`config.mk`:
```
export PLATFORM = sky130hd
export DESIGN_NAME = crank_timer_period_setter_core_flat
export DESIGN_NICKNAME = d
export VERILOG_FILES = /design/src/rtl/core/ctpsc_pkg.sv /design/src/rtl/core/ctpsc_if.sv /design/src/rtl/core/ctpsc_div.sv /design/src/rtl/core/crank_timer_period_setter_core.sv /design/src/flat_wrapper.sv
export SDC_FILE = /design/constraint.sdc
export NUM_CORES = 1
export LEC_CHECK = 0
export BUFFER_PORTS_ARGS = -buffer_cell sky130_fd_sc_hd__buf_4
export CORE_MARGIN = 5
export CORE_UTILIZATION = 30
export DETAILED_ROUTE_END_ITERATION = 6
export GPL_ROUTABILITY_DRIVEN = 1
export PLACE_DENSITY = 0.47
export REMOVE_ABC_BUFFERS = 1
export SLEW_MARGIN = 20
export SYNTH_ARGS = -nofsm -noshare
export SYNTH_HDL_FRONTEND = slang
export SYNTH_HIERARCHICAL = 1
export SYNTH_SLANG_ARGS = --single-unit
```
`constraint.sdc`:
```
create_clock -name clk -period 6.8 [get_ports clk]
set_input_delay 1.36 -clock clk [delete_from_list [all_inputs] [get_ports clk]]
set_output_delay 1.36 -clock clk [all_outputs]
set_load 0.1 [all_outputs]
```
`src/rtl/core/ctpsc_pkg.sv`:
```
// Types, constants and the control store of the crank timer period setter.
package ctpsc_pkg;

	localparam int FREQ_W   = 16;
	localparam int CLK_W    = 28;
	localparam int LIM_W    = 16;
	localparam int EDGE_W   = 8;
	localparam int RELOAD_W = 16;
	localparam int PSC_W    = 7;
	localparam int CFG_W    = 28;
	localparam int CFG_IDX_W = 2;

	// Divider: 28-bit dividend, 24-bit divisor (frequency times edges).
	localparam int DIVD_W = CLK_W;
	localparam int DIVS_W = FREQ_W + EDGE_W;
	localparam int CNT_W  = 5;
	localparam int PHI_W  = DIVD_W - RELOAD_W;

	localparam logic [CFG_IDX_W-1:0] CFG_CLOCK_HZ    = 2'd0;
	localparam logic [CFG_IDX_W-1:0] CFG_LOWER_LIMIT = 2'd1;
	localparam logic [CFG_IDX_W-1:0] CFG_UPPER_LIMIT = 2'd2;
	localparam logic [CFG_IDX_W-1:0] CFG_EDGES       = 2'd3;

	localparam logic [CLK_W-1:0]  RST_CLOCK_HZ    = 28'd72000000;
	localparam logic [LIM_W-1:0]  RST_LOWER_LIMIT = 16'd10;
	localparam logic [LIM_W-1:0]  RST_UPPER_LIMIT = 16'd8000;
	localparam logic [EDGE_W-1:0] RST_EDGES       = 8'd6;

	// Datapath operations
	localparam logic [2:0] OP_NOP    = 3'd0;
	localparam logic [2:0] OP_DECIDE = 3'd1;
	localparam logic [2:0] OP_MUL    = 3'd2;
	localparam logic [2:0] OP_DIV1   = 3'd3;
	localparam logic [2:0] OP_STEP   = 3'd4;
	localparam logic [2:0] OP_PSC    = 3'd5;
	localparam logic [2:0] OP_DIV2   = 3'd6;
	localparam logic [2:0] OP_LOAD   = 3'd7;

	// Sequencing conditions
	localparam logic [2:0] C_NEXT     = 3'd0;
	localparam logic [2:0] C_WAIT_IN  = 3'd1;
	localparam logic [2:0] C_DECIDE   = 3'd2;
	localparam logic [2:0] C_LOOP     = 3'd3;
	localparam logic [2:0] C_WAIT_OUT = 3'd4;

	localparam int STEP_W = 4;
	localparam logic [STEP_W-1:0] S_IDLE   = 4'd0;
	localparam logic [STEP_W-1:0] S_DECIDE = 4'd1;
	localparam logic [STEP_W-1:0] S_MUL    = 4'd2;
	localparam logic [STEP_W-1:0] S_DIV1   = 4'd3;
	localparam logic [STEP_W-1:0] S_STEP1  = 4'd4;
	localparam logic [STEP_W-1:0] S_PSC    = 4'd5;
	localparam logic [STEP_W-1:0] S_DIV2   = 4'd6;
	localparam logic [STEP_W-1:0] S_STEP2  = 4'd7;
	localparam logic [STEP_W-1:0] S_LOAD   = 4'd8;

	typedef struct packed {
		logic              in_rdy;
		logic [2:0]        op;
		logic [2:0]        cond;
		logic [STEP_W-1:0] target;
	} ucode_t;

	typedef struct packed {
		logic start;
		logic step;
	} div_ctrl_t;

	function automatic ucode_t ucode_rom(input logic [STEP_W-1:0] step);
		ucode_t w;
		case (step)
			S_IDLE:   w = '{1'b1, OP_NOP,    C_WAIT_IN,  S_IDLE};
			S_DECIDE: w = '{1'b0, OP_DECIDE, C_DECIDE,   S_IDLE};
			S_MUL:    w = '{1'b0, OP_MUL,    C_NEXT,     S_IDLE};
			S_DIV1:   w = '{1'b0, OP_DIV1,   C_NEXT,     S_IDLE};
			S_STEP1:  w = '{1'b0, OP_STEP,   C_LOOP,     S_IDLE};
			S_PSC:    w = '{1'b0, OP_PSC,    C_NEXT,     S_IDLE};
			S_DIV2:   w = '{1'b0, OP_DIV2,   C_NEXT,     S_IDLE};
			S_STEP2:  w = '{1'b0, OP_STEP,   C_LOOP,     S_IDLE};
			S_LOAD:   w = '{1'b0, OP_LOAD,   C_WAIT_OUT, S_IDLE};
			default:  w = '{1'b0, OP_NOP,    C_WAIT_OUT, S_IDLE};
		endcase
		return w;
	endfunction

endpackage

```
`src/rtl/core/ctpsc_if.sv`:
```
// Request and result channel interfaces of the crank timer period setter.
interface ctpsc_req_if;
	import ctpsc_pkg::*;
	logic              valid;
	logic              ready;
	logic [FREQ_W-1:0] frequency;
	modport source (output valid, output frequency, input ready);
	modport sink   (input valid, input frequency, output ready);
endinterface

interface ctpsc_res_if;
	import ctpsc_pkg::*;
	logic                valid;
	logic                ready;
	logic                timer_on;
	logic                start_event;
	logic                load;
	logic [RELOAD_W-1:0] reload_value;
	logic [PSC_W-1:0]    prescaler_value;
	modport source (output valid, output timer_on, output start_event, output load,
		output reload_value, output prescaler_value, input ready);
	modport sink   (input valid, input timer_on, input start_event, input load,
		input reload_value, input prescaler_value, output ready);
endinterface

```
`src/rtl/core/ctpsc_div.sv`:
```
// Restoring divider, one quotient bit per cycle while ctrl.step is asserted.
module ctpsc_div (
	input  logic                        clk,
	input  logic                        arst_n,
	input  ctpsc_pkg::div_ctrl_t        ctrl,
	input  logic [ctpsc_pkg::DIVD_W-1:0] dividend,
	input  logic [ctpsc_pkg::DIVS_W-1:0] divisor,
	output logic [ctpsc_pkg::DIVD_W-1:0] quotient,
	output logic                        last
);
	import ctpsc_pkg::*;

	logic [DIVS_W-1:0] rem_q;
	logic [DIVS_W-1:0] dsr_q;
	logic [DIVD_W-1:0] quo_q;
	logic [CNT_W-1:0]  cnt_q;
	logic [DIVS_W:0]   trial;
	logic              ge;

	assign trial = {rem_q, quo_q[DIVD_W-1]};
	assign ge    = trial >= {1'b0, dsr_q};
	assign last  = cnt_q == CNT_W'(DIVD_W - 1);
	assign quotient = quo_q;

	always_ff @(posedge clk or negedge arst_n) begin
		if (!arst_n) begin
			cnt_q <= '0;
		end else if (ctrl.start) begin
			cnt_q <= '0;
		end else if (ctrl.step && !last) begin
			cnt_q <= cnt_q + CNT_W'(1);
		end
	end

	always_ff @(posedge clk) begin
		if (ctrl.start) begin
			rem_q <= '0;
			dsr_q <= divisor;
			quo_q <= dividend;
		end else if (ctrl.step) begin
			// trial stays below twice the divisor, so the difference fits
			rem_q <= ge ? DIVS_W'(trial - {1'b0, dsr_q}) : trial[DIVS_W-1:0];
			quo_q <= {quo_q[DIVD_W-2:0], ge};
		end
	end
endmodule

```
`src/rtl/core/crank_timer_period_setter_core.sv`:
```
// Top level of the crank timer period setter: sequencer, datapath and registers.
//
// A request carries a crank signal frequency; each request gives exactly one
// result with timer_on, start_event, load, reload_value and prescaler_value.
// Requests move on valid/ready; one request is worked on at a time.
// At or below the lower limit the timer is reported stopped; the first request
// above it only reports a start; later requests below the upper limit load a
// new period. For a load, the period is clock_hz / (frequency * edges), found
// by a restoring divider, the prescaler is the period's upper bits clipped to
// MAX_PRESCALE_STEPS, and the reload value comes from a second pass of the
// same divider. The shared divider sets the rate. Results sit in an output
// register: the next request is taken while a result waits, and the sequencer
// holds before writing a new one until it is taken. Reset loads the register
// defaults and clears the started flag; registers are written through cfg_we,
// cfg_index and cfg_data. The user must write them only while the block is
// idle; the block itself does not enforce this.
module crank_timer_period_setter_core #(
	parameter int MAX_PRESCALE_STEPS = 100
) (
	input  logic                          clk,
	input  logic                          arst_n,
	input  logic                          cfg_we,
	input  logic [ctpsc_pkg::CFG_IDX_W-1:0] cfg_index,
	input  logic [ctpsc_pkg::CFG_W-1:0]   cfg_data,
	ctpsc_req_if.sink                     req,
	ctpsc_res_if.source                   res
);
	import ctpsc_pkg::*;

	localparam int PS_W = $clog2(MAX_PRESCALE_STEPS + 1);

	logic [CLK_W-1:0]  clock_q;
	logic [LIM_W-1:0]  lower_q;
	logic [LIM_W-1:0]  upper_q;
	logic [EDGE_W-1:0] edges_q;
	logic              started_q;

	logic [STEP_W-1:0] step_q;
	logic [STEP_W-1:0] step_d;
	ucode_t            uw;

	logic [FREQ_W-1:0] freq_q;
	logic [DIVS_W-1:0] prod_q;
	logic [PS_W-1:0]   psc_q;
	logic [PS_W-1:0]   psc_d;
	logic [PHI_W-1:0]  period_hi;
	logic [EDGE_W-1:0] edges_eff;

	logic                out_valid_q;
	logic                on_q;
	logic                start_q;
	logic                load_q;
	logic [RELOAD_W-1:0] reload_q;
	logic [PSC_W-1:0]    pscout_q;

	logic slot_free;
	logic in_fire;
	logic below_lo;
	logic compute;
	logic res_wr;

	div_ctrl_t         div_ctrl;
	logic [DIVD_W-1:0] div_dividend;
	logic [DIVS_W-1:0] div_divisor;
	logic [DIVD_W-1:0] div_quo;
	logic              div_last;

	assign uw        = ucode_rom(step_q);
	assign req.ready = uw.in_rdy;
	assign in_fire   = req.valid && uw.in_rdy;
	assign slot_free = !out_valid_q || res.ready;
	assign below_lo  = freq_q <= lower_q;
	assign compute   = !below_lo && started_q && (freq_q < upper_q);
	assign edges_eff = (edges_q == '0) ? EDGE_W'(1) : edges_q;
	assign period_hi = div_quo[DIVD_W-1:RELOAD_W];
	assign psc_d     = (period_hi > PHI_W'(MAX_PRESCALE_STEPS)) ?
		PS_W'(MAX_PRESCALE_STEPS) : PS_W'(period_hi);
	assign res_wr    = slot_free && ((uw.op == OP_DECIDE && !compute) || uw.op == OP_LOAD);

	// Sequencer
	always_comb begin
		step_d = step_q;
		case (uw.cond)
			C_NEXT:     step_d = step_q + STEP_W'(1);
			C_WAIT_IN:  if (in_fire) step_d = step_q + STEP_W'(1);
			C_DECIDE: begin
				if (slot_free) step_d = compute ? step_q + STEP_W'(1) : uw.target;
			end
			C_LOOP:     if (div_last) step_d = step_q + STEP_W'(1);
			C_WAIT_OUT: if (slot_free) step_d = uw.target;
			default:    step_d = S_IDLE;
		endcase
	end

	always_ff @(posedge clk or negedge arst_n) begin
		if (!arst_n) begin
			step_q <= S_IDLE;
		end else begin
			step_q <= step_d;
		end
	end

	// Configuration registers
	always_ff @(posedge clk or negedge arst_n) begin
		if (!arst_n) begin
			clock_q <= RST_CLOCK_HZ;
			lower_q <= RST_LOWER_LIMIT;
			upper_q <= RST_UPPER_LIMIT;
			edges_q <= RST_EDGES;
		end else if (cfg_we) begin
			case (cfg_index)
				CFG_CLOCK_HZ:    clock_q <= cfg_data[CLK_W-1:0];
				CFG_LOWER_LIMIT: lower_q <= cfg_data[LIM_W-1:0];
				CFG_UPPER_LIMIT: upper_q <= cfg_data[LIM_W-1:0];
				CFG_EDGES:       edges_q <= cfg_data[EDGE_W-1:0];
				default: ;
			endcase
		end
	end

	// Started flag
	always_ff @(posedge clk or negedge arst_n) begin
		if (!arst_n) begin
			started_q <= 1'b0;
		end else if (uw.op == OP_DECIDE && slot_free) begin
			started_q <= !below_lo;
		end
	end

	// Datapath
	always_ff @(posedge clk) begin
		if (in_fire) freq_q <= req.frequency;
		if (uw.op == OP_MUL) prod_q <= DIVS_W'(freq_q) * DIVS_W'(edges_eff);
		if (uw.op == OP_PSC) psc_q <= psc_d;
	end

	always_comb begin
		div_ctrl.start = (uw.op == OP_DIV1) || (uw.op == OP_DIV2);
		div_ctrl.step  = uw.op == OP_STEP;
		// second pass divides the period, still held in the divider
		div_dividend   = (uw.op == OP_DIV2) ? div_quo : clock_q;
		div_divisor    = (uw.op == OP_DIV2) ? DIVS_W'(psc_q) + DIVS_W'(1) : prod_q;
	end

	ctpsc_div u_div (
		.clk      (clk),
		.arst_n   (arst_n),
		.ctrl     (div_ctrl),
		.dividend (div_dividend),
		.divisor  (div_divisor),
		.quotient (div_quo),
		.last     (div_last)
	);

	// Output register
	always_ff @(posedge clk or negedge arst_n) begin
		if (!arst_n) begin
			out_valid_q <= 1'b0;
		end else if (res_wr) begin
			out_valid_q <= 1'b1;
		end else if (res.ready) begin
			out_valid_q <= 1'b0;
		end
	end

	always_ff @(posedge clk) begin
		if (res_wr) begin
			if (uw.op == OP_LOAD) begin
				on_q     <= 1'b1;
				start_q  <= 1'b0;
				load_q   <= 1'b1;
				reload_q <= div_quo[RELOAD_W-1:0];
				pscout_q <= PSC_W'(psc_q);
			end else begin
				on_q     <= !below_lo;
				start_q  <= !below_lo && !started_q;
				load_q   <= 1'b0;
				reload_q <= '0;
				pscout_q <= '0;
			end
		end
	end

	assign res.valid           = out_valid_q;
	assign res.timer_on        = on_q;
	assign res.start_event     = start_q;
	assign res.load            = load_q;
	assign res.reload_value    = reload_q;
	assign res.prescaler_value = pscout_q;

	a_load_runs: assert property (@(posedge clk) disable iff (!arst_n)
		res.valid && res.load |-> res.timer_on)
		else $error("load reported with timer stopped");

	a_start_excl: assert property (@(posedge clk) disable iff (!arst_n)
		res.valid && res.start_event |-> res.timer_on && !res.load)
		else $error("start result loads or reports timer stopped");

	a_div_done: assert property (@(posedge clk) disable iff (!arst_n)
		step_q == S_PSC |-> $past(div_last))
		else $error("prescaler taken before period division finished");

endmodule

```
`src/flat_wrapper.sv`:
```
// flat-port wrapper written by rule: the top's interface ports become plain ports
module crank_timer_period_setter_core_flat import ctpsc_pkg::*;
#(
	parameter int MAX_PRESCALE_STEPS = 100
)
  (clk, arst_n, cfg_we, cfg_index, cfg_data, req_valid, req_frequency, req_ready, res_valid, res_timer_on, res_start_event, res_load, res_reload_value, res_prescaler_value, res_ready);
  ctpsc_req_if req_i ();
  ctpsc_res_if res_i ();
  input  logic clk;
  input  logic arst_n;
  input  logic cfg_we;
  input  logic [ctpsc_pkg::CFG_IDX_W-1:0] cfg_index;
  input  logic [ctpsc_pkg::CFG_W-1:0] cfg_data;
  input wire logic [$bits(req_i.valid)-1:0] req_valid;
  input wire logic [$bits(req_i.frequency)-1:0] req_frequency;
  output wire logic [$bits(req_i.ready)-1:0] req_ready;
  output wire logic [$bits(res_i.valid)-1:0] res_valid;
  output wire logic [$bits(res_i.timer_on)-1:0] res_timer_on;
  output wire logic [$bits(res_i.start_event)-1:0] res_start_event;
  output wire logic [$bits(res_i.load)-1:0] res_load;
  output wire logic [$bits(res_i.reload_value)-1:0] res_reload_value;
  output wire logic [$bits(res_i.prescaler_value)-1:0] res_prescaler_value;
  input wire logic [$bits(res_i.ready)-1:0] res_ready;
  assign req_i.valid = req_valid;
  assign req_i.frequency = req_frequency;
  assign req_ready = req_i.ready;
  assign res_valid = res_i.valid;
  assign res_timer_on = res_i.timer_on;
  assign res_start_event = res_i.start_event;
  assign res_load = res_i.load;
  assign res_reload_value = res_i.reload_value;
  assign res_prescaler_value = res_i.prescaler_value;
  assign res_i.ready = res_ready;
  crank_timer_period_setter_core #(.MAX_PRESCALE_STEPS(MAX_PRESCALE_STEPS)) u_core (.clk(clk), .arst_n(arst_n), .cfg_we(cfg_we), .cfg_index(cfg_index), .cfg_data(cfg_data), .req(req_i), .res(res_i));
endmodule
```
* After elaboration in Yosys (flattened, before gate mapping)
Memory sizes are Yosys's and may differ from the RTL's.
Index checks and enable logic that the tools add are counted.
** Storage, ports and cells
- Logic and storage cells :: 94
- Memories :: 1
- Output and inout bits :: 28
- Flip-flop bits (word level) :: 228
- Memory bits (read-only) :: 112
- Input port bits :: 51
** Cells by class
- Reductions and logical operators :: 28
- Add/sub/neg operators :: 4
- Muxes and demuxes :: 17
- Multipliers :: 1
- $lt $le $gt $ge :: 4
- Equality and inequality tests :: 20
** Memories
- (no name shown) :: depth 16, width 7, read ports 1, clocked after Yosys merged registers in 0, write ports 0, RTL line ctpsc_pkg.sv:71 : case (step)
** Operators by type and width (number)
- $mux W28 :: 3
- $mux W24 :: 2
- $ge A25 B24 Y1 :: 1
- $mul A16 B8 Y24 :: 1
- $sub A24 B24 Y24 :: 1
- $mux W4 :: 5
- $pmux W4 S5 :: 1
- $le A16 B16 Y1 :: 1
- $lt A16 B16 Y1 :: 1
- $eq A3 B3 Y1 const B :: 5
- $eq A3 B2 Y1 const B :: 4
- $gt A12 B7 Y1 const B :: 1
- $mux W5 :: 2
- $reduce_and A2 Y1 :: 5
- $add A7 B1 Y8 const B :: 1
- $logic_and A1 B1 Y1 :: 8
- $logic_not A8 Y1 :: 1
- $mux W8 :: 1
- $eq A3 B1 Y1 const B :: 2
- $ne A2 B1 Y1 const B :: 3
- $reduce_bool A2 Y1 :: 3
- $add A5 B1 Y5 const B :: 1
- $eq A5 B5 Y1 const B :: 1
- $logic_not A1 Y1 :: 5
- 9 further kinds :: 15

* Depth between registers and ports, before layout
- Depth in word-level cells :: 9
- Mapped depth :: 18
- Gate-level depth less buffers :: 17

* Hierarchy
Netlist, hierarchy kept.
** By module, submodules not included
- crank_timer_period_setter_core :: area each 10752.8 um^2, cells each 990, times used 1, sequential area each 4065.1 um^2
- ctpsc_div :: area each 4729.5 um^2, cells each 452, times used 1, sequential area each 2167.1 um^2

* Worst setup path after synthesis
OpenSTA, ideal clock, no wires.
- Path kind :: register -> register
- Start :: register u_core.edges_q[2]
- End :: register u_core.prod_q[20], data pin
- Data arrival time :: 4.334 ns
- Buffers on the path :: 1
- Period minus slack after synthesis :: 4.600 ns
- Setup slack :: 2.200 ns
- Required time :: 6.534 ns
- Setup time :: 0.266 ns
- Stages on the path, launching flop included :: 17
- Path through :: dfstp_2 > clkbuf_1 > and2_1 > fa_1 > fa_1 > fa_1 > inv_1 > fa_1 > inv_1 > ha_1 > and3_1 > o2bb2ai_1 > o31ai_1 > a21oi_1 > nor4_1 > nor3_1 > xor2_1
** On the way
- Cells in the longest elaborated chain, start to end :: 3
** Ends and longest elaborated chain
- start, declared :: RTL line crank_timer_period_setter_core.sv:35 : logic [EDGE_W-1:0] edges_q;
- start signal, assigned :: RTL line crank_timer_period_setter_core.sv:115 : CFG_EDGES: edges_q <= cfg_data[EDGE_W-1:0];
- $logic_not A8 Y1 :: RTL line crank_timer_period_setter_core.sv:74 : assign edges_eff = (edges_q == '0) ? EDGE_W'(1) : edges_q;
- $mux W8 * :: RTL line crank_timer_period_setter_core.sv:74
- $mul A16 B8 Y24 * :: RTL line crank_timer_period_setter_core.sv:133 : if (uw.op == OP_MUL) prod_q <= DIVS_W'(freq_q) * DIVS_W'(edges_eff);
- end signal, assigned :: RTL line crank_timer_period_setter_core.sv:133
- end, declared :: RTL line crank_timer_period_setter_core.sv:43 : logic [DIVS_W-1:0] prod_q;
Mark *: on every way between the ends. The rest lies on a longest branch, timed or not.
A chain may end at the register's enable or synchronous reset.

* Worst setup path after layout
- Start :: register u_core.edges_q[4]
- End :: register u_core.prod_q[16], data pin
The elaborated chain is that of the path after synthesis.

==> impl_metrics.json <==
{
  "synth_area_leader_cell": "edfxtp_1",
  "finalSetupViolCount": 0,
  "vias": 10464,
  "grt_pass1_wl_um": 59200,
  "clk_pin_slew_ns": 0.06,
  "drt-initial-drc-count": 527,
  "synth_top_area_share": 0.242,
  "synth_edf_count": 125,
  "overflow": 0,
  "area_delta_synth_final_pct": 14.1,
  "ff_latch_area_um2": 6230,
  "cts_tree": "done",
  "start_kind": "flop",
  "grt_pass1_vias": 10804,
  "io_buffers": 78,
  "synthArstFlopShare": 0.346,
  "worstSetupPathType": "flop to flop",
  "maxSlewHeadroom": 0.299,
  "ant_nets": 0,
  "clock_skew_ns": 0.0164,
  "required_ns": 7.07,
  "vias_per_cell": 4.74,
  "tightestPinTransition_ns": 1.05,
  "grt.total_usage": 0.127,
  "die_area_um2": 56300,
  "gr-usage-met1": 0.186,
  "cts-root-buf": "clkbuf_16",
  "synth_cells": 1442,
  "cts_buffers": 27,
  "fin_tns_setup_ns": 0,
  "met3_usage": 0.0189,
  "drv_slew": 0,
  "cts_setup_buffers": 0,
  "grt_max_degree": 66,
  "die_h_um": 237,
  "status": "finished, final reports clean",
  "hold_viol_final": 0,
  "top_usage_layer": "met2",
  "synth_seq_area_share": 0.403,
  "gp_congestion": 0.849,
  "hpwl_um": 27000,
  "cts_resized": 0,
  "clock_path_buffers": 3,
  "ioPinCount": 79,
  "startpoint": "u_core/edges_q[4]",
  "min-delay-start": "u_core/u_div/rem_q[16]",
  "end_kind": "flop",
  "drc": 0,
  "antenna_found_initial": 0,
  "r2r_start": "u_core/edges_q[4]",
  "syn_area_um2": 15500,
  "rsz0062_at_grt": "false",
  "hold_buffers": 0,
  "final_nets": 1748,
  "wl_per_cell_um": 16.4,
  "fin_crit_ns": 4.94,
  "yosysWarnings": 6,
  "htree_levels": 1,
  "drt-pass1-iter-count": 5,
  "initial_core_util": 0.302,
  "die_w_um": 237,
  "wirelength_um": 36200,
  "worstPathArrival_ns": 5.21,
  "cap_violations": 0,
  "fin_crit_sh": 0.727,
  "diodes": 0,
  "clkSinkCount": 228,
  "hold_class": "flop to flop",
  "fmax_ghz": 0.202,
  "multiInputGateArea_um2": 8540,
  "core_area_um2": 51200,
  "synth.top_cells.by_area": "edfxtp_1, fa_1, dfrtp_1",
  "utilization": 0.345,
  "ys_ff_latch": 228,
  "ys.flop_type": "edfxtp_1",
  "syn_avg_cell_area_um2": 10.7,
  "clk_latency_ns": 0.55,
  "holdWs_ns": 0.499,
  "layout-drive-gt1-share": 0.175,
  "nFillCells": 5176,
  "grt_use_met2": 0.201,
  "ys_types": 78,
  "critical_path_peak_fanout": 18,
  "num_rows": 83
}
[Yosys cell counts (11+ instances only)]
cell type,instances
nand2_1,153
and2_1,143
inv_1,127
edfxtp_1,125
ha_1,105
mux2_2,96
fa_1,85
dfrtp_1,62
nor2_1,53
a21oi_1,46
o21ai_0,40
nand3_1,36
clkbuf_1,31
xnor2_1,26
nor2b_1,25
a21o_1,24
dfxtp_1,24
xor2_1,18
dfstp_2,17
a311oi_1,16
nor3_1,14
and3_1,12
nand4_1,12
o21ai_1,11
[logic make-up (layout without fill, tap and decap cells)]
logic type,count (synthesis),in the layout,share of synthesized area
adders and majority gates,190,190,0.195
muxes,96,96,0.0698
DFF,228,228,0.403
buffers and inverters,179,264,0.0474
and+or+nand+nor,489,489,0.163
AOI/OAI and AO/OA,216,216,0.0971
xor gates and xnor gates,44,44,0.0249
[cell usage in the layout, fill, tap and decap left out, drive strengths merged, types with 4 or more instances in the layout]
cell type,netlist,routed
edfxtp,125,125
nand4,12,12
xor2,18,18
dfxtp,24,24
buf,19,87
o211ai,8,8
nand3b,4,4
dfstp,17,17
and2,143,143
inv,128,130
o2111ai,4,4
nand2,153,153
nor2,54,54
or2,4,4
a211oi,7,7
nand3,36,36
ha,105,105
nor3b,4,4
o21ai,52,52
o21a,6,6
nor2b,25,25
and3,12,12
clkbuf,32,38
fa,85,85
clkinv,0,5
a311oi,16,16
nor4,4,4
nand2b,9,9
mux2,96,96
o41ai,4,4
a21oi,48,48
or3,7,7
dfrtp,62,62
a21o,24,24
a32oi,4,4
o21bai,8,8
xnor2,26,26
o31ai,4,4
nor3,15,15
[metal layers]
metal,wire [um],up-vias
li1,-,5125
met1,18000,5160
met2,16300,143
met3,1140,36
met4,683,0
met5,0,-
[area by class of cell]
cell class,count,area share
multi-input cells,1035,0.484
flip-flops and latches,228,0.353
well taps,680,0.0482
clock buffers,38,0.0445
repair buffers,87,0.0370
inverters,128,0.0272
clock inverters,11,0.00680
[final timing paths]
| path | to | slack (ns) | cells past startpoint |
|---|---|---|---|
| worst min-delay path | u_core/u_div/rem_q[16] | 0.50 | 2 |
| worst min register to register | u_core/u_div/rem_q[16] | 0.50 | 2 |
| min in group asynchronous | u_core/clock_q[23] | 0.67 | 1 |
| worst max register to register | u_core/prod_q[16] | 1.86 | 13 |
| max in group asynchronous | u_core/upper_q[4] | 4.98 | 2 |
| worst max-delay path | u_core/prod_q[16] | 1.86 | 13 |
[stage by stage]
stage / cells / area [um^2] / setup WS, ns
2_1_floorplan: 1391 / 15200 / 0.894
3_3_place_gp: 2158 / 16800 / 1.86
3_5_place_dp: 2158 / 16800 / 1.87
4_1_cts: 2207 / 17700 / 1.85
5_1_grt: 2207 / 17700 / 1.55
6_report: 2207 / 17700 / 1.86
[sequential cells by signal (all words and copies together) (netlist names)]
signal	flops
u_core/upper_q	16
u_core/res.reload_value	16
u_core/res.prescaler_value	7
u_core/u_div/rem_q	24
u_core/res.valid	1
u_core/res.load	1
u_core/psc_q	7
u_core/edges_q	8
u_core/started_q	1
u_core/res.timer_on	1
u_core/lower_q	16
u_core/u_div/cnt_q	5
u_core/u_div/quotient	28
u_core/step_q	4
u_core/res.start_event	1
u_core/prod_q	24
u_core/clock_q	28
u_core/freq_q	16
u_core/u_div/dsr_q	24
[critical path, cell delays in order (launching register included)]
cell and delay (ns):
dfrtp_1 0.60, and2_1 0.30, fa_1 0.57, fa_1 0.44
fa_1 0.55, inv_1 0.05, fa_1 0.53, inv_1 0.04
ha_1 0.37, a211o_1 0.34, o2111ai_1 0.30, nand2_1 0.13
a31oi_1 0.30, o311ai_0 0.15
Power is not shown: default switching activity piles up to over one toggle a cycle in this logic, so the estimate is an artifact.
